===== config.mk =====
export PLATFORM = sky130hd
export DESIGN_NAME = dapid_ctrl
export DESIGN_NICKNAME = d
export VERILOG_FILES = /design/src/rtl/dapid_pkg.sv /design/src/rtl/dapid_ctrl.sv
export SDC_FILE = /design/constraint.sdc
export NUM_CORES = 1
export LEC_CHECK = 0
export ABC_AREA = 1
export BUFFER_PORTS_ARGS = -buffer_cell sky130_fd_sc_hd__buf_2
export CAP_MARGIN = 20
export CORE_MARGIN = 8
export CORE_UTILIZATION = 55
export CTS_CLUSTER_SIZE = 30
export DETAILED_ROUTE_END_ITERATION = 8
export GPL_TIMING_DRIVEN = 0
export PLACE_DENSITY = 0.8
export SLEW_MARGIN = 30
export SYNTH_ARGS = -nofsm -noshare
export SYNTH_HDL_FRONTEND = slang
export SYNTH_SLANG_ARGS = --single-unit
export TNS_END_PERCENT = 10

===== constraint.sdc =====
create_clock -name clk -period 1.4 [get_ports clk]
set_input_delay 0.28 -clock clk [delete_from_list [all_inputs] [get_ports clk]]
set_output_delay 0.28 -clock clk [all_outputs]
set_load 0.02 [all_outputs]

===== src/rtl/dapid_pkg.sv =====
// Shared types and constants for the dual-axis PID controller.
// Used by the channel interfaces, the register file, the sequencer, the datapath and the top level.
package dapid_pkg;

    localparam int NUM_JOINTS    = 2;
    localparam int OUT_JOINTS    = 2;
    localparam int ACTIVE_JOINTS = (NUM_JOINTS < OUT_JOINTS) ? NUM_JOINTS : OUT_JOINTS;
    localparam int JIDX_W        = (ACTIVE_JOINTS > 1) ? $clog2(ACTIVE_JOINTS) : 1;

    localparam int ANGLE_W = 32;
    localparam int ERR_W   = ANGLE_W + 1;
    localparam int DIFF_W  = ERR_W + 1;
    localparam int QUO_W   = 47;
    localparam int INTEG_W = 48;
    localparam int SUM_W   = 50;
    localparam int PROD_W  = 64;

    localparam int DIV_STEPS = QUO_W;
    localparam int CNT_W     = $clog2(DIV_STEPS);

    localparam int CFG_IDX_W  = 2;
    localparam int CFG_DATA_W = 32;

    localparam logic [31:0] PROP_GAIN_RST  = 32'd131072000;
    localparam logic [15:0] DERIV_TIME_RST = 16'd3277;
    localparam logic [15:0] INTEG_RATE_RST = 16'd218;

    typedef enum logic [CFG_IDX_W-1:0] {
        REG_PROP_GAIN  = 2'd0,
        REG_DERIV_TIME = 2'd1,
        REG_INTEG_RATE = 2'd2
    } cfg_idx_t;

    typedef enum logic [4:0] {
        OP_NONE,
        OP_ERR,
        OP_DIFF,
        OP_MAG,
        OP_DIV,
        OP_DT_LO,
        OP_DT_HI,
        OP_DT_ADD,
        OP_D_CAP,
        OP_I_CAP,
        OP_I_MAG,
        OP_IR_LO,
        OP_IR_HI,
        OP_IR_ADD,
        OP_IT_CAP,
        OP_SUM,
        OP_ABS,
        OP_PG_HI,
        OP_PG_LO,
        OP_PG_ADD,
        OP_TQ_CAP
    } op_t;

    typedef struct packed {
        logic [31:0] prop_gain;
        logic [15:0] deriv_time;
        logic [15:0] integ_rate;
    } cfg_t;

    typedef struct packed {
        op_t               op;
        logic [JIDX_W-1:0] joint;
        logic              take;
        logic              publish;
    } dp_cmd_t;

    typedef struct packed {
        logic elapsed_zero;
    } dp_status_t;

endpackage


===== src/rtl/dapid_ctrl.sv =====
// Sequencer of the dual-axis PID controller: steps each joint through error, division,
// multiply passes and torque, and runs the sample and result handshakes. Depends on dapid_pkg.
module dapid_ctrl import dapid_pkg::*;
(
    input  logic       clk,
    input  logic       rst_n,
    input  logic       in_valid,
    output logic       in_ready,
    output logic       out_valid,
    input  logic       out_ready,
    input  dp_status_t status,
    output dp_cmd_t    cmd
);

    typedef enum logic [4:0] {
        ST_IDLE,
        ST_ERR,
        ST_DIFF,
        ST_MAG,
        ST_DIV,
        ST_DT_LO,
        ST_DT_HI,
        ST_DT_ADD,
        ST_D_CAP,
        ST_I_CAP,
        ST_I_MAG,
        ST_IR_LO,
        ST_IR_HI,
        ST_IR_ADD,
        ST_IT_CAP,
        ST_SUM,
        ST_ABS,
        ST_PG_HI,
        ST_PG_LO,
        ST_PG_ADD,
        ST_TQ_CAP,
        ST_FINISH
    } state_t;

    state_t            state_reg, state_next;
    logic [JIDX_W-1:0] joint_reg, joint_next;
    logic [CNT_W-1:0]  cnt_reg, cnt_next;
    op_t               op_reg, op_next;
    logic              out_valid_reg, out_valid_next;
    logic              take;
    logic              publish;

    function automatic op_t op_of(input state_t st);
        op_t op;
        case (st)
            ST_ERR:    op = OP_ERR;
            ST_DIFF:   op = OP_DIFF;
            ST_MAG:    op = OP_MAG;
            ST_DIV:    op = OP_DIV;
            ST_DT_LO:  op = OP_DT_LO;
            ST_DT_HI:  op = OP_DT_HI;
            ST_DT_ADD: op = OP_DT_ADD;
            ST_D_CAP:  op = OP_D_CAP;
            ST_I_CAP:  op = OP_I_CAP;
            ST_I_MAG:  op = OP_I_MAG;
            ST_IR_LO:  op = OP_IR_LO;
            ST_IR_HI:  op = OP_IR_HI;
            ST_IR_ADD: op = OP_IR_ADD;
            ST_IT_CAP: op = OP_IT_CAP;
            ST_SUM:    op = OP_SUM;
            ST_ABS:    op = OP_ABS;
            ST_PG_HI:  op = OP_PG_HI;
            ST_PG_LO:  op = OP_PG_LO;
            ST_PG_ADD: op = OP_PG_ADD;
            ST_TQ_CAP: op = OP_TQ_CAP;
            default:   op = OP_NONE;
        endcase
        return op;
    endfunction

    assign in_ready = (state_reg == ST_IDLE);
    assign take     = in_valid && in_ready;
    assign publish  = (state_reg == ST_FINISH) && (!out_valid_reg || out_ready);

    always_comb
    begin
        state_next = state_reg;
        joint_next = joint_reg;
        cnt_next   = cnt_reg;
        case (state_reg)
            ST_IDLE:
            begin
                if (take && !status.elapsed_zero)
                begin
                    state_next = ST_ERR;
                    joint_next = '0;
                end
            end
            ST_ERR:    state_next = ST_DIFF;
            ST_DIFF:   state_next = ST_MAG;
            ST_MAG:
            begin
                state_next = ST_DIV;
                cnt_next   = '0;
            end
            ST_DIV:
            begin
                cnt_next = cnt_reg + CNT_W'(1);
                if (cnt_reg == CNT_W'(DIV_STEPS - 1))
                begin
                    state_next = ST_DT_LO;
                end
            end
            ST_DT_LO:  state_next = ST_DT_HI;
            ST_DT_HI:  state_next = ST_DT_ADD;
            ST_DT_ADD: state_next = ST_D_CAP;
            ST_D_CAP:  state_next = ST_I_CAP;
            ST_I_CAP:  state_next = ST_I_MAG;
            ST_I_MAG:  state_next = ST_IR_LO;
            ST_IR_LO:  state_next = ST_IR_HI;
            ST_IR_HI:  state_next = ST_IR_ADD;
            ST_IR_ADD: state_next = ST_IT_CAP;
            ST_IT_CAP: state_next = ST_SUM;
            ST_SUM:    state_next = ST_ABS;
            ST_ABS:    state_next = ST_PG_HI;
            ST_PG_HI:  state_next = ST_PG_LO;
            ST_PG_LO:  state_next = ST_PG_ADD;
            ST_PG_ADD: state_next = ST_TQ_CAP;
            ST_TQ_CAP:
            begin
                if (joint_reg == JIDX_W'(ACTIVE_JOINTS - 1))
                begin
                    state_next = ST_FINISH;
                end
                else
                begin
                    state_next = ST_ERR;
                    joint_next = joint_reg + JIDX_W'(1);
                end
            end
            ST_FINISH:
            begin
                if (publish)
                begin
                    state_next = ST_IDLE;
                end
            end
            default:   state_next = ST_IDLE;
        endcase

        op_next = op_of(state_next);

        if (publish)
        begin
            out_valid_next = 1'b1;
        end
        else if (out_ready)
        begin
            out_valid_next = 1'b0;
        end
        else
        begin
            out_valid_next = out_valid_reg;
        end
    end

    always_ff @(posedge clk or negedge rst_n)
    begin
        if (!rst_n)
        begin
            state_reg     <= ST_IDLE;
            joint_reg     <= '0;
            cnt_reg       <= '0;
            op_reg        <= OP_NONE;
            out_valid_reg <= 1'b0;
        end
        else
        begin
            state_reg     <= state_next;
            joint_reg     <= joint_next;
            cnt_reg       <= cnt_next;
            op_reg        <= op_next;
            out_valid_reg <= out_valid_next;
        end
    end

    assign out_valid   = out_valid_reg;
    assign cmd.op      = op_reg;
    assign cmd.joint   = joint_reg;
    assign cmd.take    = take;
    assign cmd.publish = publish;

endmodule


==> impl_metrics.csv <==
group,metric,value,unit
floorplan,io_pins,15,
cells_and_area,post-route-util,77.0,%
setup_path,startpoint,"state_reg[1]",
grt,grt_pass1_wl,5130,µm
place,io_buffers,14,
grt,grtUsageTotal,18.8,%
clocking,h-tree-depth,1,
route,ant_nets,0,
setup_path,crit_required,1.12,ns
route,viasPerCell,5.67,
outcome,violations,"negative setup slack",
timing,layout_min_cycle_time,1.70,ns
grt,grt_pass1_vias,1129,
route,drcViolationCount,0,
floorplan,rows,16,
cells_and_area,layout-drive-gt1-share,43.3,%
clocking,numCtsBuffers,3,
route,wirelength,3300,µm
setup_path,startpoint_type,"flip-flop",
grt,antenna_found_initial,0,
logic_synthesis,syn_inst,134,
route,wl_per_cell,16.7,µm
clocking,clkSlewWorstSetupHoldPaths,0.13,ns
cells_and_area,fillers,122,
grt,grt_max_degree,19,
logic_synthesis,ys_seq_area_share,42.3,%
route,vias,1122,
timing,max_slew_margin,73.1,%
power,leakagePower,0.739,nW
power,vdd_drop_max,1.32,mV
logic_synthesis,ys_ff_latch,18,
place,gp_congestion,0.907,
timing,worst_slew_pin_slew,0.403,ns
logic_synthesis,synthesis.nets,141,
place,hpwlAfterDp,1780,µm
cells_and_area,nNetsFinal,179,
timing,rsz0062_at_grt,"true",
clocking,clk_latency,0.30,ns
min_path,holdCritPathClass,"in2reg",
logic_synthesis,yosys-top-cells-area,"dfrtp_1 42%, nand2_1 9.5%, nand3_1 7.5%",
grt,overflow,0,
job,cap_violations,0,
timing,period_share,122,%
floorplan,die_w,60,µm
floorplan,die_area,3600,µm²
outcome,outcome,"finished with violations",
logic_synthesis,mappedNetlistArea,1060,µm²
clocking,ctsRootBufferMaster,"clkbuf_4",
clocking,cts_tree,"built",
logic_synthesis,synth.distinct_cells,25,
logic_synthesis,yosysWarnings,0,
timing,finalHoldViolations,0,
logic_synthesis,yosys.area.top_type,"dfrtp_1",
timing,maxSlewViolCount,0,
min_path,hold_start,"out_ready",
setup_path,criticalPathCategory,"reg2out",
logic_synthesis,syn_avg_cell_area,7.95,µm²
timing,finalSetupViolCount,14,
floorplan,core,1900,µm²
route,firstDrtPassIters,4,
floorplan,start_util,56.0,%
logic_synthesis,synth.top_cell.area_share,42.3,%
setup_path,cp.arrival,1.42,ns
cells_and_area,antennaDiodeCount,0,
timing,timing.fmax,0.587,GHz
setup_path,reg2reg_from,"state_reg[1]",
power,power_density,1980,nW/µm²
setup_path,crit_fanout,4,
floorplan,die-height,60,µm
timing,final.setup.tns,-1.36,ns
timing,setup_slack,-0.304,ns
cells_and_area,syn_to_final_growth,37.5,%
timing,skew,0.0172,ns
cells_and_area,largest_register_ffs,6,
setup_path,endpoint_kind,"output port",
clocking,clk_path_buf_depth,2,
clocking,cts_sinks,18,
setup_path,r2r_setup_slack,-0.17,ns
route,drtIter0Drc,61,
-- cells in the mapped netlist, drive strengths merged --
library cell  count
o2111ai           2
nand3            16
o21bai            1
buf               4
ha                2
o211ai            1
inv              20
nand4             4
nand2            29
nand3b            1
dfrtp            18
nor2             18
o31ai             1
o21ai             8
o22ai             1
nor3              4
a21oi             4
-- cells in the final DEF, fill, tap and decap left out, types with 2 or more instances in the layout --
master,count
nor2_2,3
buf_2,11
o2111ai_1,2
inv_1,13
dfrtp_2,5
nand2_2,3
a21oi_1,3
nand4_1,4
buf_6,10
nand2_1,25
nor2_1,6
o21ai_0,4
buf_4,15
nor3_1,2
ha_1,2
o21ai_1,3
dfrtp_1,13
nand3_1,14
nor2_4,9
inv_2,7
clkbuf_4,3
-- per-stage QoR --
stage / instances / hold WS, ns / setup WS (ns) / power (mW) / area, µm²
3_3_place_gp: 175 / 0.232 / -0.152 / 1.98 / 1170
4_1_cts: 197 / 0.276 / -0.180 / 2.67 / 1410
3_5_place_dp: 175 / 0.234 / -0.175 / 2.02 / 1170
5_1_grt: 198 / 0.286 / -0.364 / 3.08 / 1460
6_report: 198 / 0.264 / -0.304 / 2.90 / 1460
2_1_floorplan: 134 / -0.0156 / 0.0828 / 1.73 / 1060
-- report_power, final --
| group | internal (mW) | leakage [nW] | switching, mW | total, mW |
|---|---|---|---|---|
| Sequential | 0.708 | 0.231 | 0.183 | 0.891 |
| Combinational | 0.656 | 0.487 | 1.01 | 1.67 |
| Clock | 0.158 | 0.0210 | 0.182 | 0.340 |
-- metal layers --
layer | vias to the layer above | wire, µm | GRT usage (%)
li1 | 512 | - | -
met1 | 515 | 1230 | 20.9
met2 | 71 | 1620 | 31.2
met3 | 24 | 222 | 4.09
met4 | 0 | 222 | 12.6
met5 | - | 0 | 0
-- cells by family after synthesis --
kind of cell,after synthesis,share of synthesized area (%)
simple gates,72,34.4
buf+inv,24,10.2
compound gates,18,10.7
flops,18,42.3
fa+ha+maj,2,2.35
-- area by class of cell --
type | instances | area, µm² | area share (%)
flip-flops and latches | 18 | 457 | 31.2
well taps | 27 | 33.8 | 2.31
multi-input cells | 92 | 572 | 39.1
inverters | 20 | 75.1 | 5.13
clock buffers | 4 | 36.3 | 2.48
repair buffers | 35 | 272 | 18.5
plain buffers | 2 | 18.8 | 1.28
-- final timing paths --
kind                                 to  cells after the start
setup / recovery                 cmd[1]                      5
hold / removal                out_valid                      4
setup reg to reg              out_valid                     11
hold reg to reg              cnt_reg[5]                      1
max in group asynchronous  state_reg[3]                      2
min in group asynchronous     op_reg[4]                      2
-- worst max-delay path, stage by stage (launching register included) --
cell	delay (ns)
dfrtp_2	0.47
buf_6	0.13
nor2_4	0.16
nand3_4	0.13
nor2_4	0.11
buf_6	0.12
-- timing repair --
| item | 4_1_cts | 5_1_grt |
|---|---|---|
| pin swaps | 8 | 6 |
| endpoints found under the setup margin | 10 | 19 |
| gates resized for setup | 25 | 16 |
| endpoints found under the hold margin | 18 | 0 |
| buffers inserted | 19 | 1 |
| hold buffers | 1 | 0 |
No activity file was read; power rests on OpenSTA's default activity.
