$ cat config.mk
export PLATFORM = sky130hd
export DESIGN_NAME = dapid_dp
export DESIGN_NICKNAME = d
export VERILOG_FILES = /design/src/rtl/dapid_pkg.sv /design/src/rtl/dapid_dp.sv
export SDC_FILE = /design/constraint.sdc
export NUM_CORES = 2
export LEC_CHECK = 0
export ABC_AREA = 1
export BUFFER_PORTS_ARGS = -buffer_cell sky130_fd_sc_hd__clkbuf_2
export CAP_MARGIN = 0
export CELL_PAD_IN_SITES_DETAIL_PLACEMENT = 1
export CELL_PAD_IN_SITES_GLOBAL_PLACEMENT = 2
export CORE_ASPECT_RATIO = 0.7
export CORE_MARGIN = 2
export CORE_UTILIZATION = 40
export DETAILED_ROUTE_END_ITERATION = 12
export HOLD_SLACK_MARGIN = 0.02
export PLACE_DENSITY_LB_ADDON = 0.08
export SYNTH_ARGS = -nofsm -noshare
export SYNTH_HDL_FRONTEND = slang
export SYNTH_SLANG_ARGS = --single-unit
export TNS_END_PERCENT = 100
$ cat constraint.sdc
create_clock -name clk -period 8.79 [get_ports clk]
set_input_delay 0.4395 -clock clk [delete_from_list [all_inputs] [get_ports clk]]
set_output_delay 0.4395 -clock clk [all_outputs]
set_load 0.02 [all_outputs]
$ cat src/rtl/dapid_pkg.sv
// Shared types and constants for the dual-axis PID controller.
// Used by the channel interfaces, the register file, the sequencer, the datapath and the top level.
package dapid_pkg;

    localparam int NUM_JOINTS    = 2;
    localparam int OUT_JOINTS    = 2;
    localparam int ACTIVE_JOINTS = (NUM_JOINTS < OUT_JOINTS) ? NUM_JOINTS : OUT_JOINTS;
    localparam int JIDX_W        = (ACTIVE_JOINTS > 1) ? $clog2(ACTIVE_JOINTS) : 1;

    localparam int ANGLE_W = 32;
    localparam int ERR_W   = ANGLE_W + 1;
    localparam int DIFF_W  = ERR_W + 1;
    localparam int QUO_W   = 47;
    localparam int INTEG_W = 48;
    localparam int SUM_W   = 50;
    localparam int PROD_W  = 64;

    localparam int DIV_STEPS = QUO_W;
    localparam int CNT_W     = $clog2(DIV_STEPS);

    localparam int CFG_IDX_W  = 2;
    localparam int CFG_DATA_W = 32;

    localparam logic [31:0] PROP_GAIN_RST  = 32'd131072000;
    localparam logic [15:0] DERIV_TIME_RST = 16'd3277;
    localparam logic [15:0] INTEG_RATE_RST = 16'd218;

    typedef enum logic [CFG_IDX_W-1:0] {
        REG_PROP_GAIN  = 2'd0,
        REG_DERIV_TIME = 2'd1,
        REG_INTEG_RATE = 2'd2
    } cfg_idx_t;

    typedef enum logic [4:0] {
        OP_NONE,
        OP_ERR,
        OP_DIFF,
        OP_MAG,
        OP_DIV,
        OP_DT_LO,
        OP_DT_HI,
        OP_DT_ADD,
        OP_D_CAP,
        OP_I_CAP,
        OP_I_MAG,
        OP_IR_LO,
        OP_IR_HI,
        OP_IR_ADD,
        OP_IT_CAP,
        OP_SUM,
        OP_ABS,
        OP_PG_HI,
        OP_PG_LO,
        OP_PG_ADD,
        OP_TQ_CAP
    } op_t;

    typedef struct packed {
        logic [31:0] prop_gain;
        logic [15:0] deriv_time;
        logic [15:0] integ_rate;
    } cfg_t;

    typedef struct packed {
        op_t               op;
        logic [JIDX_W-1:0] joint;
        logic              take;
        logic              publish;
    } dp_cmd_t;

    typedef struct packed {
        logic elapsed_zero;
    } dp_status_t;

endpackage

$ cat src/rtl/dapid_dp.sv
// Datapath of the dual-axis PID controller: sample registers, joint state, restoring
// divider, shared 32x32 multiplier with accumulator, and result word. Depends on dapid_pkg.
module dapid_dp import dapid_pkg::*;
(
    input  logic                      clk,
    input  logic                      rst_n,
    input  cfg_t                      gains,
    input  dp_cmd_t                   cmd,
    output dp_status_t                status,
    input  logic signed [ANGLE_W-1:0] meas_angle_a,
    input  logic signed [ANGLE_W-1:0] meas_angle_b,
    input  logic signed [ANGLE_W-1:0] target_angle_a,
    input  logic signed [ANGLE_W-1:0] target_angle_b,
    input  logic        [31:0]        elapsed,
    output logic signed [ANGLE_W-1:0] torque_a,
    output logic signed [ANGLE_W-1:0] torque_b,
    output logic        [1:0]         sat_flags
);

    logic [ANGLE_W-1:0] meas_reg [OUT_JOINTS];
    logic [ANGLE_W-1:0] targ_reg [OUT_JOINTS];
    logic [31:0]        h_reg;

    logic [ERR_W-1:0]   prev_err_reg [ACTIVE_JOINTS];
    logic [INTEG_W-1:0] integ_reg    [ACTIVE_JOINTS];

    logic [ERR_W-1:0]   e_reg;
    logic               e_neg_reg;
    logic [31:0]        emag_reg;
    logic [DIFF_W-1:0]  de_reg;
    logic               de_neg_reg;
    logic [DIFF_W-1:0]  demag_reg;
    logic [31:0]        rem_reg;
    logic [QUO_W-1:0]   dq_reg;
    logic               dsat_reg;
    logic [PROD_W-1:0]  prod_reg;
    logic [PROD_W-1:0]  acc_reg;
    logic [INTEG_W-1:0] dterm_reg;
    logic [INTEG_W-1:0] iterm_reg;
    logic [INTEG_W-1:0] imag_reg;
    logic               i_neg_reg;
    logic [SUM_W-1:0]   s_reg;
    logic [SUM_W-2:0]   smag_reg;
    logic               s_neg_reg;
    logic               pg_ovf_reg;
    logic               jsat_reg;
    logic [ANGLE_W-1:0] tq_reg [OUT_JOINTS];
    logic [OUT_JOINTS-1:0] flag_reg;

    logic [ANGLE_W-1:0] res_torque_a_reg;
    logic [ANGLE_W-1:0] res_torque_b_reg;
    logic [1:0]         res_flags_reg;

    logic [ERR_W-1:0]   e_next;
    logic [DIFF_W-1:0]  de_next;
    logic [DIFF_W-1:0]  demag_next;
    logic [ERR_W-1:0]   emag_full;
    logic [32:0]        div_trial;
    logic               div_ge;
    logic [32:0]        div_diff;
    logic               dsat_next;
    logic [QUO_W-1:0]   qval;
    logic [31:0]        mul_a;
    logic [31:0]        mul_b;
    logic [INTEG_W-1:0] dterm_next;
    logic [INTEG_W-1:0] iterm_next;
    logic [39:0]        inc_mag;
    logic [INTEG_W:0]   ni_sum;
    logic               ni_ovf;
    logic [INTEG_W-1:0] ni_clamped;
    logic [INTEG_W-1:0] integ_cur;
    logic [SUM_W-1:0]   s_next;
    logic [SUM_W-1:0]   smag_full;
    logic [PROD_W-1:0]  tq_limit;
    logic               tq_sat;
    logic [ANGLE_W-1:0] tq_mag;
    logic [ANGLE_W-1:0] tq_next;

    assign status.elapsed_zero = (elapsed == 32'd0);

    always_comb
    begin
        e_next = {targ_reg[cmd.joint][ANGLE_W-1], targ_reg[cmd.joint]}
               - {meas_reg[cmd.joint][ANGLE_W-1], meas_reg[cmd.joint]};
        de_next = {e_reg[ERR_W-1], e_reg}
                - {prev_err_reg[cmd.joint][ERR_W-1], prev_err_reg[cmd.joint]};
        demag_next = de_reg[DIFF_W-1] ? (~de_reg + DIFF_W'(1)) : de_reg;
        emag_full  = e_reg[ERR_W-1] ? (~e_reg + ERR_W'(1)) : e_reg;

        div_trial = {rem_reg, dq_reg[QUO_W-1]};
        div_diff  = div_trial - {1'b0, h_reg};
        div_ge    = (div_trial >= {1'b0, h_reg});
        dsat_next = ({21'd0, demag_reg} >= {h_reg, 23'd0});
        qval      = dsat_reg ? {QUO_W{1'b1}} : dq_reg;

        case (cmd.op)
            OP_DT_LO:
            begin
                mul_a = qval[31:0];
                mul_b = {16'd0, gains.deriv_time};
            end
            OP_DT_HI:
            begin
                mul_a = {17'd0, qval[QUO_W-1:32]};
                mul_b = {16'd0, gains.deriv_time};
            end
            OP_DT_ADD:
            begin
                mul_a = h_reg;
                mul_b = emag_reg;
            end
            OP_IR_LO:
            begin
                mul_a = imag_reg[31:0];
                mul_b = {16'd0, gains.integ_rate};
            end
            OP_IR_HI:
            begin
                mul_a = {16'd0, imag_reg[INTEG_W-1:32]};
                mul_b = {16'd0, gains.integ_rate};
            end
            OP_PG_HI:
            begin
                mul_a = gains.prop_gain;
                mul_b = {15'd0, smag_reg[SUM_W-2:32]};
            end
            OP_PG_LO:
            begin
                mul_a = gains.prop_gain;
                mul_b = smag_reg[31:0];
            end
            default:
            begin
                mul_a = '0;
                mul_b = '0;
            end
        endcase

        dterm_next = de_neg_reg ? (~{1'b0, acc_reg[62:16]} + INTEG_W'(1))
                                : {1'b0, acc_reg[62:16]};
        iterm_next = i_neg_reg ? (~{1'b0, acc_reg[62:16]} + INTEG_W'(1))
                               : {1'b0, acc_reg[62:16]};

        inc_mag = acc_reg[63:24];
        if (e_neg_reg)
        begin
            ni_sum = {integ_reg[cmd.joint][INTEG_W-1], integ_reg[cmd.joint]}
                   - {9'd0, inc_mag};
        end
        else
        begin
            ni_sum = {integ_reg[cmd.joint][INTEG_W-1], integ_reg[cmd.joint]}
                   + {9'd0, inc_mag};
        end
        ni_ovf = ni_sum[INTEG_W] ^ ni_sum[INTEG_W-1];
        if (!ni_ovf)
        begin
            ni_clamped = ni_sum[INTEG_W-1:0];
        end
        else if (ni_sum[INTEG_W])
        begin
            ni_clamped = {1'b1, {(INTEG_W-1){1'b0}}};
        end
        else
        begin
            ni_clamped = {1'b0, {(INTEG_W-1){1'b1}}};
        end

        integ_cur = integ_reg[cmd.joint];

        s_next = {{(SUM_W-ERR_W){e_reg[ERR_W-1]}}, e_reg}
               + {{(SUM_W-INTEG_W){dterm_reg[INTEG_W-1]}}, dterm_reg}
               + {{(SUM_W-INTEG_W){iterm_reg[INTEG_W-1]}}, iterm_reg};
        smag_full = s_reg[SUM_W-1] ? (~s_reg + SUM_W'(1)) : s_reg;

        tq_limit = s_neg_reg ? 64'h0000_0000_8000_0000 : 64'h0000_0000_7FFF_FFFF;
        tq_sat   = pg_ovf_reg || (acc_reg > tq_limit);
        tq_mag   = tq_sat ? tq_limit[31:0] : acc_reg[31:0];
        tq_next  = s_neg_reg ? (~tq_mag + 32'd1) : tq_mag;
    end

    always_ff @(posedge clk or negedge rst_n)
    begin
        if (!rst_n)
        begin
            for (int k = 0; k < ACTIVE_JOINTS; k++)
            begin
                prev_err_reg[k] <= '0;
                integ_reg[k]    <= '0;
            end
        end
        else if (cmd.op == OP_I_CAP)
        begin
            prev_err_reg[cmd.joint] <= e_reg;
            integ_reg[cmd.joint]    <= ni_clamped;
        end
    end

    always_ff @(posedge clk)
    begin
        prod_reg <= mul_a * mul_b;

        if (cmd.take)
        begin
            meas_reg[0] <= meas_angle_a;
            meas_reg[1] <= meas_angle_b;
            targ_reg[0] <= target_angle_a;
            targ_reg[1] <= target_angle_b;
            h_reg       <= elapsed;
        end

        case (cmd.op)
            OP_ERR:
            begin
                e_reg    <= e_next;
                jsat_reg <= 1'b0;
            end
            OP_DIFF:
            begin
                de_reg <= de_next;
            end
            OP_MAG:
            begin
                demag_reg  <= demag_next;
                de_neg_reg <= de_reg[DIFF_W-1];
                emag_reg   <= emag_full[31:0];
                e_neg_reg  <= e_reg[ERR_W-1];
                rem_reg    <= {21'd0, demag_next[DIFF_W-1:23]};
                dq_reg     <= {demag_next[22:0], 24'd0};
            end
            OP_DIV:
            begin
                rem_reg  <= div_ge ? div_diff[31:0] : div_trial[31:0];
                dq_reg   <= {dq_reg[QUO_W-2:0], div_ge};
                dsat_reg <= dsat_next;
            end
            OP_DT_HI:
            begin
                acc_reg <= prod_reg;
            end
            OP_DT_ADD:
            begin
                acc_reg <= acc_reg + {prod_reg[31:0], 32'd0};
            end
            OP_D_CAP:
            begin
                dterm_reg <= dterm_next;
                jsat_reg  <= jsat_reg | dsat_reg;
                acc_reg   <= prod_reg;
            end
            OP_I_CAP:
            begin
                jsat_reg <= jsat_reg | ni_ovf;
            end
            OP_I_MAG:
            begin
                imag_reg  <= integ_cur[INTEG_W-1] ? (~integ_cur + INTEG_W'(1)) : integ_cur;
                i_neg_reg <= integ_cur[INTEG_W-1];
            end
            OP_IR_HI:
            begin
                acc_reg <= prod_reg;
            end
            OP_IR_ADD:
            begin
                acc_reg <= acc_reg + {prod_reg[31:0], 32'd0};
            end
            OP_IT_CAP:
            begin
                iterm_reg <= iterm_next;
            end
            OP_SUM:
            begin
                s_reg <= s_next;
            end
            OP_ABS:
            begin
                smag_reg  <= smag_full[SUM_W-2:0];
                s_neg_reg <= s_reg[SUM_W-1];
            end
            OP_PG_LO:
            begin
                pg_ovf_reg <= |prod_reg[PROD_W-1:31];
                acc_reg    <= {prod_reg[PROD_W-17:0], 16'd0};
            end
            OP_PG_ADD:
            begin
                acc_reg <= acc_reg + {16'd0, prod_reg[PROD_W-1:16]};
            end
            OP_TQ_CAP:
            begin
                tq_reg[cmd.joint]   <= tq_next;
                flag_reg[cmd.joint] <= jsat_reg | tq_sat;
            end
            default: ;
        endcase

        if (cmd.publish)
        begin
            res_torque_a_reg <= tq_reg[0];
            res_torque_b_reg <= (ACTIVE_JOINTS > 1) ? tq_reg[1] : '0;
            res_flags_reg    <= {(ACTIVE_JOINTS > 1) && flag_reg[1], flag_reg[0]};
        end
    end

    assign torque_a  = res_torque_a_reg;
    assign torque_b  = res_torque_b_reg;
    assign sat_flags = res_flags_reg;

endmodule

==> qor.yml <==
timing:
  slew_viol_final: 0
  max_freq_mhz: 117
  setup_viol: 0
  min_period_over_period: 0.971
  tightestPinTransition_ns: 1.36
  hold_viol_final: 0
  setup_tns_ns: 0
  max_slew_margin: 0.0811
  fin_crit_ns: 8.53
  fin_skew_ns: 0.0815
route:
  routed-wl-met3_um: 47500
  via_count: 87600
  wl_per_cell_um: 28.1
  wirelength_met1_um: 210000
  first_pass_iters: 6
  vias_per_cell: 5.53
  drtIter0Drc: 9292
  wirelength_um: 445000
  drtAntennaViolNets: 0
  wl_met2_um: 176000
  drcViolationCount: 0
  highest_layer: "met5"
global_route:
  grt_pass1_wl_um: 640000
  grt_overflow: 0
  antenna_found_initial: 29
  grt_pass1_vias: 89500
  grt_usage: 0.360
  grt_max_degree: 97
synth:
  ys_ff_latch: 1044
  synth.most_common_cell: "nand2_1"
  postSynthAreaPerCell_um2: 8.44
  muxShareOfSynthArea: 0.00342
  synth_xor_area_frac: 0.0442
  synth_top_family_by_area: "adder cells"
  synth_compound_area_frac: 0.0950
  synthArstFlopShare: 0.155
  yosysWarnings: 0
  synth_top_area_cell: "edfxtp_1"
  synth_fa_ha_area_frac: 0.272
  syn_area_um2: 97000
  yosysTopAreaCellShare: 0.253
  synthTopCellsByCount: "nand2_1 (2435), inv_1 (1948), nor2_1 (1280), fa_1 (951), edfxtp_1 (818)"
  synth_edf_count: 818
  syn-num-nets: 13300
  synthCells: 11500
  synthTopCellsByArea: "edfxtp_1 (25%), fa_1 (20%), nand2_1 (9.4%), ha_1 (7.5%), inv_1 (7.5%)"
  synth_cell_types: 72
  ys_seq_area_frac: 0.308
  synth_simple_gate_area_frac: 0.185
  synth_flop_cell: "edfxtp_1"
floorplanning:
  chipHeight_um: 416
  pin_count: 301
  row_count: 151
  die_w_um: 593
  start_util: 0.402
  die_area_um2: 246000
  fp.coreArea_um2: 241000
critical_path:
  cp.required_ns: 9.51
  reg2reg_slack_ns: 0.31
  critical_path_class: "input port to flop"
  r2r_cells: 31
  cp-endpoint: "prod_reg[63]"
  end_kind: "flop"
  crit_fanout: 14
  slowest_stage: "fa_1"
  critical-path-max-stage-delay_ns: 0.63
  worst_setup_path_start_kind: "input port"
  r2r-end: "prod_reg[63]"
  cp.arrival_ns: 9.26
  r2r-start: "dsat_reg"
  crit_start: "cmd[3]"
placed_design:
  portBuffers: 300
  post-dp-hpwl_um: 366000
  place.gp.congestion: 1.01
outcome:
  status: "complete, no violations"
pwr:
  p_total_mw: 17.5
  powerDensity_nw_per_um2: 153
  pwr-share-comb: 0.352
  p_leak_nw: 53.0
  power.clock.fraction: 0.291
  p_seq_frac: 0.357
  p_switching_mw: 6.95
  ir_worst_vdd_mv: 0.191
  switching_share: 0.398
  internal_power_mw: 10.5
final_layout:
  largest_reg_flops: 96
  drive_gt1_frac: 0.121
  layout.filler_cells: 28700
  nets: 14300
  syn_to_final_growth_pct: 17.9
cts:
  clk_pin_slew_ns: 0.07
  clock_sinks: 1044
  cts-root-buf: "clkbuf_16"
  worstSkewPairLatency_ns: 0.83
  numCtsBuffers: 111
  cts_buffer_depth: 3
  htree_levels: 3
  cts_tree: "yes"
flow_run:
  max_cap_violations: 0
worst_hold_path:
  holdCritPathClass: "input port to asynchronous set/reset pin"
logic make-up after synthesis:
kind of cell	after synthesis
buffers and inverters	2345
AO/OA/AOI/OAI	1651
multiplexers	33
adder cells (fa/ha/maj)	1536
flip-flops	1044
XOR/XNOR	489
AND/OR/NAND/NOR	4396
power groups by stage:
stage | Sequential, mW | Combinational [mW] | Clock, mW
finish | 6.24 | 6.14 | 5.09
global route | 6.25 | 6.58 | 5.32
CTS | 6.21 | 5.92 | 5.13
detailed placement | 6.31 | 5.81 | 0
global placement | 6.29 | 5.72 | 0
floorplan | 6.10 | 3.22 | 0
stage by stage:
stage          utilization  area [um^2]  setup slack [ns]  hold WS (ns)  std cells
4_1_cts              0.472       114000            0.0114        0.0601      15800
3_3_place_gp         0.449       108000            -0.800         0.382      15500
2_1_floorplan            -        97000             0.605         0.144      11500
5_1_grt              0.474       114000           -0.0211         0.142      15800
6_report             0.474       114000             0.256         0.139      15800
3_5_place_dp         0.449       108000            -0.809         0.390      15500
repair_timing:
item,in CTS,in global routing
cloned,0,0
resized for setup,2,114
hold buffers,161,0
pin swaps,0,13
setup buffers,0,8
endpoints found under the setup margin,8,37
endpoints found under the hold margin,203,0
per-layer routing:
layer | global-route usage | vias to the layer above
li1 | - | 38700
met1 | 0.552 | 44700
met2 | 0.494 | 3645
met3 | 0.105 | 486
met4 | 0.0745 | 20
met5 | 0 | -
area by class of cell:
type,instances,area [um^2],area share
multi-input cells,8105,58700,0.513
flip-flops and latches,1044,29900,0.261
repair buffers,1280,10400,0.0913
inverters,1978,7450,0.0652
well taps,3213,4020,0.0351
clock buffers,145,2970,0.0259
clock inverters,66,853,0.00746
diodes,12,30.0,0.000263
worst max-delay path, delay by kind of cell:
| kind | cells | cell delay, ns |
|---|---|---|
| AOI/OAI and AO/OA | 7 | 1.27 |
| xor gates and xnor gates | 1 | 0.17 |
| and+or+nand+nor | 7 | 0.89 |
| adders and majority gates | 9 | 4.58 |
| buffers and inverters | 15 | 1.90 |
placed cells by master (no fill, tap or decap), types with 329 or more instances in the layout:
master,n
a21oi_1,561
nor2_1,1248
ha_1,582
o21ai_0,644
buf_4,719
edfxtp_1,818
xor2_1,329
fa_1,927
nand2_1,2434
inv_1,1934
worst min-delay path by stage:
stage	endpoint	slack, ns
final	integ_reg[46]	0.14
after global routing	integ_reg[9]	0.14
after CTS	integ_reg[46]	0.06
after detailed placement	integ_reg[9]	0.39
after global placement	integ_reg[9]	0.38
after floorplan	integ_reg[0]	0.14
No activity file was read; power rests on OpenSTA's default activity.
