==> src/rtl/dapid_pkg.sv <==
// Shared types and constants for the dual-axis PID controller.
// Used by the channel interfaces, the register file, the sequencer, the datapath and the top level.
package dapid_pkg;

    localparam int NUM_JOINTS    = 2;
    localparam int OUT_JOINTS    = 2;
    localparam int ACTIVE_JOINTS = (NUM_JOINTS < OUT_JOINTS) ? NUM_JOINTS : OUT_JOINTS;
    localparam int JIDX_W        = (ACTIVE_JOINTS > 1) ? $clog2(ACTIVE_JOINTS) : 1;

    localparam int ANGLE_W = 32;
    localparam int ERR_W   = ANGLE_W + 1;
    localparam int DIFF_W  = ERR_W + 1;
    localparam int QUO_W   = 47;
    localparam int INTEG_W = 48;
    localparam int SUM_W   = 50;
    localparam int PROD_W  = 64;

    localparam int DIV_STEPS = QUO_W;
    localparam int CNT_W     = $clog2(DIV_STEPS);

    localparam int CFG_IDX_W  = 2;
    localparam int CFG_DATA_W = 32;

    localparam logic [31:0] PROP_GAIN_RST  = 32'd131072000;
    localparam logic [15:0] DERIV_TIME_RST = 16'd3277;
    localparam logic [15:0] INTEG_RATE_RST = 16'd218;

    typedef enum logic [CFG_IDX_W-1:0] {
        REG_PROP_GAIN  = 2'd0,
        REG_DERIV_TIME = 2'd1,
        REG_INTEG_RATE = 2'd2
    } cfg_idx_t;

    typedef enum logic [4:0] {
        OP_NONE,
        OP_ERR,
        OP_DIFF,
        OP_MAG,
        OP_DIV,
        OP_DT_LO,
        OP_DT_HI,
        OP_DT_ADD,
        OP_D_CAP,
        OP_I_CAP,
        OP_I_MAG,
        OP_IR_LO,
        OP_IR_HI,
        OP_IR_ADD,
        OP_IT_CAP,
        OP_SUM,
        OP_ABS,
        OP_PG_HI,
        OP_PG_LO,
        OP_PG_ADD,
        OP_TQ_CAP
    } op_t;

    typedef struct packed {
        logic [31:0] prop_gain;
        logic [15:0] deriv_time;
        logic [15:0] integ_rate;
    } cfg_t;

    typedef struct packed {
        op_t               op;
        logic [JIDX_W-1:0] joint;
        logic              take;
        logic              publish;
    } dp_cmd_t;

    typedef struct packed {
        logic elapsed_zero;
    } dp_status_t;

endpackage

==> src/rtl/dapid_if.sv <==


interface dapid_cfg_if import dapid_pkg::*; ();
    logic                  valid;
    logic                  ready;
    logic [CFG_IDX_W-1:0]  index;
    logic [CFG_DATA_W-1:0] data;

    modport source (
        output valid, index, data,
        input  ready
    );
    modport sink (
        input  valid, index, data,
        output ready
    );
endinterface

==> src/rtl/dapid_regs.sv <==
// Gain register file of the dual-axis PID controller.
// Depends on dapid_pkg and dapid_cfg_if.
module dapid_regs import dapid_pkg::*;
(
    input  logic        clk,
    input  logic        rst_n,
    dapid_cfg_if.sink   cfg,
    output cfg_t        gains
);

    logic [31:0] prop_gain_reg;
    logic [15:0] deriv_time_reg;
    logic [15:0] integ_rate_reg;

    assign cfg.ready = 1'b1;

    always_ff @(posedge clk or negedge rst_n)
    begin
        if (!rst_n)
        begin
            prop_gain_reg  <= PROP_GAIN_RST;
            deriv_time_reg <= DERIV_TIME_RST;
            integ_rate_reg <= INTEG_RATE_RST;
        end
        else if (cfg.valid && cfg.ready)
        begin
            case (cfg.index)
                REG_PROP_GAIN:  prop_gain_reg  <= cfg.data[31:0];
                REG_DERIV_TIME: deriv_time_reg <= cfg.data[15:0];
                REG_INTEG_RATE: integ_rate_reg <= cfg.data[15:0];
                default:        ;
            endcase
        end
    end

    assign gains.prop_gain  = prop_gain_reg;
    assign gains.deriv_time = deriv_time_reg;
    assign gains.integ_rate = integ_rate_reg;

endmodule

==> src/flat_wrapper.sv <==
// flat-port wrapper written by rule: the top's interface ports become plain ports
module dapid_regs_flat import dapid_pkg::*;
  (clk, rst_n, gains, cfg_valid, cfg_index, cfg_data, cfg_ready);
  dapid_cfg_if cfg_i ();
  input  logic clk;
  input  logic rst_n;
  output cfg_t gains;
  input wire logic [$bits(cfg_i.valid)-1:0] cfg_valid;
  input wire logic [$bits(cfg_i.index)-1:0] cfg_index;
  input wire logic [$bits(cfg_i.data)-1:0] cfg_data;
  output wire logic [$bits(cfg_i.ready)-1:0] cfg_ready;
  assign cfg_i.valid = cfg_valid;
  assign cfg_i.index = cfg_index;
  assign cfg_i.data = cfg_data;
  assign cfg_ready = cfg_i.ready;
  dapid_regs u_core (.clk(clk), .rst_n(rst_n), .cfg(cfg_i), .gains(gains));
endmodule
==> config.mk <==
export PLATFORM = sky130hd
export DESIGN_NAME = dapid_regs_flat
export DESIGN_NICKNAME = d
export VERILOG_FILES = /design/src/rtl/dapid_pkg.sv /design/src/rtl/dapid_if.sv /design/src/rtl/dapid_regs.sv /design/src/flat_wrapper.sv
export SDC_FILE = /design/constraint.sdc
export NUM_CORES = 1
export LEC_CHECK = 0
export ABC_AREA = 1
export BUFFER_PORTS_ARGS = -buffer_cell sky130_fd_sc_hd__clkbuf_2
export CORE_ASPECT_RATIO = 1.75
export CORE_MARGIN = 3
export CORE_UTILIZATION = 46
export CTS_CLUSTER_SIZE = 28
export DETAILED_ROUTE_END_ITERATION = 16
export GPL_TIMING_DRIVEN = 1
export HOLD_SLACK_MARGIN = 0.02
export MAX_ROUTING_LAYER = met4
export PLACE_DENSITY = 0.76
export SYNTH_ARGS = -nofsm -noshare
export SYNTH_HDL_FRONTEND = slang
export SYNTH_SLANG_ARGS = --single-unit
==> constraint.sdc <==
create_clock -name clk -period 1.6 [get_ports clk]
set_input_delay 0.08 -clock clk [delete_from_list [all_inputs] [get_ports clk]]
set_output_delay 0.08 -clock clk [all_outputs]
set_load 0.02 [all_outputs]
==> impl_results.md, run 1 <==
* Slew Limit Fails at 0
* Slowest CP cell: dfstp_2
* Total Wirelength at 7.36 mm
* Netlist cell types at 12
* Vias in the first global route at 2389
* Worst path bufs/invs at 1
* Initial detailed-routing violation count at 212
* Crit-path max cell delay at 0.55 ns
* Ranking of synthesized cells by area: dfrtp_1, nand2_1, dfstp_2
* DPL Wire Length at 4.89 mm
* Synth Area in Simple Gates at 0.333
* Clock root buffer: clkbuf_8
* FMAX at 884 MHz
* Leak Pwr at 2.02 nW
* Post-synthesis sequential area ratio at 0.618
* Post-route DRC at 0
* Worst-path clk slew at 0.07 ns
* Diode count at 0
* CTS-repair resized insts at 0
* Synth top area share at 0.438
* Pin count of the biggest net entering global routing at 65
* RSZ-0062 raised after global routing: no
* Cell area after synthesis at 2630 um2
* 1st-pass router iterations at 4
* Crit start category: flip-flop
* Grt ovf at 0
* Most common cell after layout, fill and taps aside: nand2_1
* Pwr Total at 0.00479 W
* Final core utilization at 0.684
* Hold Violations, Final at 0
* Synth Area in Compound Gates at 0
* GPL Wtd Cong at 0.820
* Worst vdd ir at 683 uV
* Ys Warns at 0
* Critical Path RT at 1.52 ns
* R2R cell count at 2
* Syn_nets at 322
* Nets at 446
* Die Width at 63.1 um
* Total track usage at 0.236
* CP Data Arrival Time at 1.05 ns
* Core Footprint at 5390 um2
* Post-synthesis cell count at 285
* Total of max-cap violations at 0
* H-tree Lvls at 3
* Ports at 102
* Synth Area in XOR/XNOR at 0
* DR vias/cell at 5.07
* Layout Skew at 0 ns
* Mux cell area share after synthesis at 0
* Crit path capture type: output pin
* Area of the die at 6690 um2
* WP depth at 1
* Initial Util at 0.488
* FP Rows at 35
* Vias post-DR at 2474
* Avg Cell Area, Syn at 9.21 um2
* Kind of cell adding the most delay to the critical path: flip-flops
* Post-route ant nets at 0
* Most frequent cells in the layout: nand2_1, clkbuf_2, dfrtp_1
* Crit path kind: flip-flop to output pin
* Syn-to-layout area delta at 40.2%
* First-pass GRT wire length at 12.0 mm
* Layout cells sized above 1 at 0.348
* Post-CTS Setup Bufs at 0
* Adder-Cell Fraction of Synth Area at 0
* Status: finished, final reports clean
* CTS max path bufs at 2
* Largest family of logic cells by synthesized area: simple AND/OR/NAND/NOR gates
* #FFs+latches synth at 64
* Cells along the critical path: clkbuf_2
* Max FFs per register at 32
* DR WL/cell at 15.1 um
* Pwr Density at 1300 nW/um2
* Final period utilization at 0.707
* Die Y-Extent at 106 um
* Clock Latency Late Sink at 0.34 ns
* Worst-path fanout max at 2
* Clock Sink Count at 64
* Hold depth at 3
* Final setup viols at 0
* Initial antenna violation count at 0
* Tmin final at 1.13 ns
* PortBufs at 100
* Path type of the worst min-delay path: input pin to flip-flop
* Yosys top cell by area: dfrtp_1
* TritonCTS Buffers at 9
* Setup TNS at 0 ns
* CTS tree: done
* Filler Cells Inserted at 475
cell usage after synthesis, drive strengths merged:
cell type,count
nand3,34
dfstp,18
conb,1
nand2,129
dfrtp,46
inv,2
clkbuf,2
nand4,32
buf,20
nor2,1
worst register-to-register path, stage by stage, from the launching register on:
cell and delay [ns]:
dfstp_2 0.53, nand2_1 0.07, nand2_1 0.09
power breakdown:
group | total (W) | switching [W] | internal [W] | leakage, nW
clock network | 0.00161 | 0.000601 | 0.00101 | 0.117
registers | 0.00208 | 0.000149 | 0.00193 | 0.763
logic | 0.00110 | 0.000732 | 0.000369 | 1.14
cell type report:
class,instances,area (um2),area share
clock buffers,14,173,0.0469
clock inverters,2,60.1,0.0163
multi-input cells,197,880,0.239
well taps,74,92.6,0.0251
inverters,2,7.51,0.00204
repair buffers,135,846,0.230
flip-flops and latches,64,1620,0.441
metal layers:
metal,track usage,vias to the layer above,wire [um]
met1,0.286,1199,2960
li1,-,1190,-
met2,0.395,78,3960
met3,0.0433,7,350
met5,-,-,0
met4,0.0821,0,88
logic make-up (layout without fill, tap and decap cells):
kind of cell / count (synthesis) / in the layout
buf+inv: 24 / 153
simple gates: 196 / 196
flops: 64 / 64
other cells: 1 / 1
path summary, 6_finish.rpt:
check | start | to | slack, ns
min in group asynchronous | rst_n | u_core.prop_gain_reg[27]$_DFFE_PN0P_ | 0.27
max in group asynchronous | rst_n | u_core.deriv_time_reg[2]$_DFFE_PN1P_ | 0.99
max reg2reg | u_core.prop_gain_reg[26]$_DFFE_PN1P_ | u_core.prop_gain_reg[26]$_DFFE_PN1P_ | 0.86
min | cfg_data[12] | u_core.prop_gain_reg[12]$_DFFE_PN0P_ | 0.03
max | u_core.deriv_time_reg[10]$_DFFE_PN1P_ | gains[26] | 0.47
min reg2reg | u_core.prop_gain_reg[25]$_DFFE_PN1P_ | u_core.prop_gain_reg[25]$_DFFE_PN1P_ | 0.47
per-stage QoR:
step	instances	instance area, um2	worst slack (ns)	hold slack (ns)
4_1_cts	488	3680	0.454	0.0232
3_3_place_gp	444	3170	0.458	0.114
5_1_grt	488	3680	0.434	0.0353
6_report	488	3680	0.469	0.0287
2_1_floorplan	285	2630	0.745	-0.216
3_5_place_dp	444	3170	0.378	0.121
repair_timing:
item,4_1_cts,5_1_grt
endpoints found under the hold margin,78,0
setup endpoints to repair,0,0
hold buffers,28,0
Power figures use the tool's default switching activity.
==> inputs of run 2 (changes only) <==
--- a/config.mk
+++ b/config.mk
@@ -5,11 +5,11 @@
 export SDC_FILE = /design/constraint.sdc
 export NUM_CORES = 1
 export LEC_CHECK = 0
-export ABC_AREA = 1
+export ABC_AREA = 0
 export BUFFER_PORTS_ARGS = -buffer_cell sky130_fd_sc_hd__clkbuf_2
 export CORE_ASPECT_RATIO = 1.75
 export CORE_MARGIN = 3
-export CORE_UTILIZATION = 46
+export CORE_UTILIZATION = 43
 export CTS_CLUSTER_SIZE = 28
 export DETAILED_ROUTE_END_ITERATION = 16
 export GPL_TIMING_DRIVEN = 1
==> constraint.sdc (replaced) <==
create_clock -name clk -period 1 [get_ports clk]
set_input_delay 0.05 -clock clk [delete_from_list [all_inputs] [get_ports clk]]
set_output_delay 0.05 -clock clk [all_outputs]
set_load 0.02 [all_outputs]
==> run 2 against run 1 <==
Effect of this change:
- the flow now finishes with violations (negative setup slack)
- routed wire length decreased by 20%
- critical path depth unchanged
- combinational power increased by 110%
- utilization is 3.5 points higher
- first-iteration DRC count down 86%
- design area up 5.2%
- global-route usage fell by 3.5 points
- sequential power increased by 69%
- hold slack better by 0.14 ns
- highest routed layer unchanged
==> impl_results.md, run 2 <==
* DR WL/cell at 16.2 um
* H-tree Lvls at 3
* Synth async-reset ratio at 1.00
* FMAX at 938 MHz
* Most frequent cell after synthesis: mux2_2
* Highest routed layer: met4
* Met2 WL post-DR at 3.31 mm
* Pwr Density at 2140 nW/um2
* Commonest cells post-synth: mux2_2, dfrtp_1, dfstp_2, buf_6
* Yosys top cell by area: dfrtp_1
* Core Footprint at 5390 um2
* Slew Limit Fails at 0
* Synth top area share at 0.469
* CTS max path bufs at 2
* Post-synth EDFFs at 0
* Hold Violations, Final at 0
* Vias in the first global route at 1961
* Worst vdd ir at 1250 uV
* Ys Warns at 0
* Total Wirelength at 5.92 mm
* Syn_nets at 175
* Layout cells sized above 1 at 0.718
* PortBufs at 100
* Post-synthesis sequential area ratio at 0.662
* Diode count at 0
* Crit path capture type: output pin
* Layout Skew at 0 ns
* Most common cell after layout, fill and taps aside: clkbuf_2
* Nets at 323
* Avg Cell Area, Syn at 17.8 um2
* Filler Cells Inserted at 377
* GPL Wtd Cong at 0.659
* Clock Latency Late Sink at 0.33 ns
* TritonCTS Buffers at 9
* Crit path kind: flip-flop to output pin
* Initial detailed-routing violation count at 29
* Post-synth top flop: dfrtp_1
* Critical Path RT at 0.95 ns
* Final setup viols at 18
* Initial antenna violation count at 0
* Worst-path clk slew at 0.07 ns
* DR vias/cell at 4.69
* Die Y-Extent at 106 um
* Metal-1 WL at 2.11 mm
* Final period utilization at 1.07
* Vias post-DR at 1712
* Finished Layout Cells at 365
* Syn-to-layout area delta at 57.9%
* Crit-path max cell delay at 0.56 ns
* Ranking of synthesized cells by area: dfrtp_1, mux2_2, dfstp_2
* Worst path bufs/invs at 1
* Clock Sink Count at 64
* Pwr Total at 0.00830 W
* #FFs+latches synth at 64
* Area of the die at 6680 um2
* Initial Util at 0.455
* Die Width at 63.1 um
* Worst-path fanout max at 2
* Crit start category: flip-flop
* RSZ-0062 raised after global routing: yes
* Leak Pwr at 1.82 nW
* Ports at 102
* Max FFs per register at 32
* Failing checks: negative setup slack
* 1st-pass router iterations at 3
* FP Rows at 35
* Hold Slack at 0.164 ns
* First-pass GRT wire length at 9.78 mm
* Most frequent cells in the layout: clkbuf_2, mux2_2, dfrtp_1
* Grt ovf at 0
* Total of max-cap violations at 0
* Tmin final at 1.07 ns
* CP Data Arrival Time at 1.02 ns
* Cells along the critical path: buf_8
* DPL Wire Length at 3.81 mm
* Status: finished, violations left
* Pin count of the biggest net entering global routing at 28
* Cell area after synthesis at 2450 um2
* Slowest CP cell: dfstp_2
* Kind of cell adding the most delay to the critical path: flip-flops
* Path type of the worst min-delay path: input pin to async pin
* Post-route DRC at 0
* Inst Count DP at 315
* Post-route ant nets at 0
* Final worst setup slack at -0.0657 ns
* CTS tree: done
* Clock root buffer: clkbuf_8
* Total track usage at 0.201
* Post-synthesis cell count at 138
* Netlist cell types at 10
* Met3 routed WL at 358 um
* Worst slack at placement at -0.119 ns
run 2: layer usage:
layer | track usage | up-vias
li1 | - | 781
met1 | 0.209 | 841
met2 | 0.346 | 77
met3 | 0.0581 | 13
met4 | 0.0932 | 0
met5 | - | -
run 2: final cells by class:
| type | instances | area (um2) | area share |
|---|---|---|---|
| clock buffer | 10 | 138 | 0.0355 |
| multi-input combinational | 68 | 766 | 0.198 |
| timing repair buffer | 143 | 1160 | 0.300 |
| clock inverter | 6 | 91.3 | 0.0236 |
| sequential | 64 | 1620 | 0.419 |
| tap | 74 | 92.6 | 0.0239 |
run 2: timing repair:
item | in CTS | in global routing
gates resized for setup | 36 | 20
hold endpoints to repair | 114 | 0
pin swaps | 0 | 0
hold buffers | 33 | 0
endpoints found under the setup margin | 18 | 20
cloned | 0 | 0
buffers inserted | 1 | 0
run 2: report_power, final:
group	total, W	internal, W	switching (W)	leakage [nW]
Sequential	0.00351	0.00319	0.000319	0.733
Clock	0.00250	0.00148	0.00102	0.117
Combinational	0.00229	0.00115	0.00114	0.971
Total	0.00830	0.00582	0.00248	1.82
run 2: path summary, 6_finish.rpt:
kind / from / endpoint / slack [ns] / cells after the start
hold reg to reg: u_core.integ_rate_reg[0]$_DFFE_PN0P_ / u_core.integ_rate_reg[0]$_DFFE_PN0P_ / 0.51 / 1
setup reg to reg: u_core.deriv_time_reg[2]$_DFFE_PN1P_ / u_core.deriv_time_reg[2]$_DFFE_PN1P_ / 0.16 / 2
hold / removal: rst_n / u_core.deriv_time_reg[8]$_DFFE_PN0P_ / 0.16 / 2
min in group clk: cfg_index[0] / u_core.prop_gain_reg[4]$_DFFE_PN0P_ / 0.28 / 4
setup / recovery: u_core.integ_rate_reg[4]$_DFFE_PN1P_ / gains[4] / -0.07 / 1
max in group asynchronous: rst_n / u_core.integ_rate_reg[4]$_DFFE_PN1P_ / 0.28 / 3
run 2: kinds of logic after synthesis:
kind of cell / after synthesis / synth area share
flip-flops: 64 / 0.662
multiplexers: 64 / 0.294
buffers and inverters: 6 / 0.0255
AND/OR/NAND/NOR: 3 / 0.0168
other: 1 / 0.00153
run 2: through the flow:
step	utilization	instance area, um2	setup TNS, ns
after CTS	0.715	3850	-1.51
after floorplan	-	2450	0
after global placement	0.580	3130	-2.88
after global routing	0.719	3870	-1.64
after detailed placement	0.580	3130	-3.65
final	0.719	3870	-0.956
==> inputs of run 3 (changes only) <==
--- a/config.mk
+++ b/config.mk
@@ -8,7 +8,7 @@
 export ABC_AREA = 0
 export BUFFER_PORTS_ARGS = -buffer_cell sky130_fd_sc_hd__clkbuf_2
 export CORE_ASPECT_RATIO = 1.75
-export CORE_MARGIN = 3
+export CORE_MARGIN = 2
 export CORE_UTILIZATION = 43
 export CTS_CLUSTER_SIZE = 28
 export DETAILED_ROUTE_END_ITERATION = 16
==> run 3 against run 2 <==
Effect of this change:
- combinational power is essentially flat
- critical path depth is the same
- fmax grew 0.68%
- largest cell class unchanged
- register-to-register slack lost 0.02 ns
- hold slack gained 0.084 ns
- global-route usage grew 0.88 points
- worst setup slack gained 0.0072 ns
- design area shrank 2.1%
- non-clock buffer count shrank 2
- the run still ends with negative setup slack left
- routed wire length grew 1.4%
- via count shrank 0.41%
==> impl_results.md, run 3 (same netlist as run 2, synthesis figures left out) <==
* FMAX at 945 MHz
* Post-route ant nets at 0
* Internal power at 0.00546 W
* Sw power at 0.00236 W
* CTS tree: done
* Worst-path fanout max at 2
* CP Data Arrival Time at 1.01 ns
* Slowest CP cell: dfstp_2
* Ports at 102
* Crit path capture type: output pin
* Worst path bufs/invs at 1
* 1st-pass router iterations at 2
* Final setup viols at 18
* Clock Latency Late Sink at 0.33 ns
* Final period utilization at 1.06
* Layout Skew at 0 ns
* Initial antenna violation count at 0
* Grt ovf at 0
* Dpl cell area at 3080 um2
* Switch share at 0.302
* Most common cell after layout, fill and taps aside: clkbuf_2
* Clock Sink Count at 64
* TritonCTS Buffers at 9
* Area of the die at 6350 um2
* RSZ-0062 raised after global routing: yes
* Path type of the worst min-delay path: input pin to async pin
* Total Wirelength at 6.00 mm
* PortBufs at 100
* CTS max path bufs at 2
* Vias in the first global route at 1882
* Sequential Power Share at 0.449
* Layout cells sized above 1 at 0.702
* Crit-path max cell delay at 0.56 ns
* Final instance area at 3790 um2
* Syn-to-layout area delta at 54.6%
* First-pass GRT wire length at 9.20 mm
* Total track usage at 0.210
* Die Y-Extent at 104 um
* Worst-path clk slew at 0.07 ns
* DPL Wire Length at 3.47 mm
* Hold Violations, Final at 0
* Post-route DRC at 0
* Cells along the critical path: buf_8
* Tmin final at 1.06 ns
* Final worst setup slack at -0.0586 ns
* Leak Pwr at 1.78 nW
* Pin count of the biggest net entering global routing at 65
* Critical Path RT at 0.95 ns
* Most frequent cells in the layout: clkbuf_2, mux2_2, dfrtp_1
* Status: finished, violations left
* Logic pwr share at 0.295
* Vias post-DR at 1705
* Diode count at 0
* DR WL/cell at 16.4 um
* Total of max-cap violations at 0
* Die Width at 61.1 um
* Clock root buffer: clkbuf_8
* DR vias/cell at 4.67
* Core Footprint at 5540 um2
* Kind of cell adding the most delay to the critical path: flip-flops
* Reg-to-reg slack, setup at 0.14 ns
* Pwr Density at 2060 nW/um2
* Crit path kind: flip-flop to output pin
* Initial detailed-routing violation count at 24
* Clock power share at 0.256
* GPL Wtd Cong at 0.691
* Nets at 321
* Crit start category: flip-flop
* Slew Limit Fails at 0
* Failing checks: negative setup slack
* Max FFs per register at 32
* FP Rows at 36
* Worst vdd ir at 1330 uV
* Pwr Total at 0.00782 W
* Initial Util at 0.443
* H-tree Lvls at 3
-- run 3: metal layers --
metal,global-route usage,wire [um],vias to the layer above
li1,-,-,777
met1,0.190,2020,852
met2,0.375,3510,66
met3,0.0560,361,10
met4,0.101,110,0
met5,-,0,-
-- run 3: path summary, 6_finish.rpt --
path / start / to / depth (start not counted)
worst max-delay path: u_core.deriv_time_reg[7]$_DFFE_PN1P_ / gains[23] / 1
worst min-delay path: rst_n / u_core.prop_gain_reg[21]$_DFFE_PN0P_ / 3
worst max register to register: u_core.prop_gain_reg[25]$_DFFE_PN1P_ / u_core.prop_gain_reg[25]$_DFFE_PN1P_ / 2
worst min register to register: u_core.prop_gain_reg[4]$_DFFE_PN0P_ / u_core.prop_gain_reg[4]$_DFFE_PN0P_ / 1
max in group asynchronous: rst_n / u_core.deriv_time_reg[10]$_DFFE_PN1P_ / 3
min in group clk: cfg_index[1] / u_core.integ_rate_reg[4]$_DFFE_PN1P_ / 4
-- run 3: timing repair --
action                                  CTS  global route
endpoints found under the setup margin   18            19
gates cloned                              0             0
buffers inserted                          1             1
resized for setup                        32            21
hold buffers                             33             0
hold endpoints to repair                126             0
-- run 3: area by class of cell --
type                       count  area [um2]
fill                         390        1750
clock buffer                  16         180
multi-input combinational     68         766
sequential                    64        1620
tap                           76        95.1
timing repair buffer         141        1130
-- run 3: power by group through the flow --
stage                     clock (W)  sequential (W)  combinational, W
after detailed placement          0         0.00348           0.00190
final                       0.00200         0.00351           0.00230
after floorplan                   0         0.00409          0.000508
after global routing        0.00222         0.00357           0.00244
after CTS                   0.00206         0.00346           0.00222
after global placement            0         0.00346           0.00186
-- run 3: metrics by stage --
stage	setup TNS, ns	worst slack (ns)	util	std cells	hold WS [ns]
final	-0.706	-0.0586	0.685	365	0.248
after global routing	-1.42	-0.0946	0.685	365	0.285
after CTS	-1.37	-0.0902	0.678	364	0.268
after detailed placement	-4.46	-0.140	0.556	314	0.0945
after global placement	-3.56	-0.109	0.556	314	0.0907
after floorplan	0	0.0255	-	138	-0.246
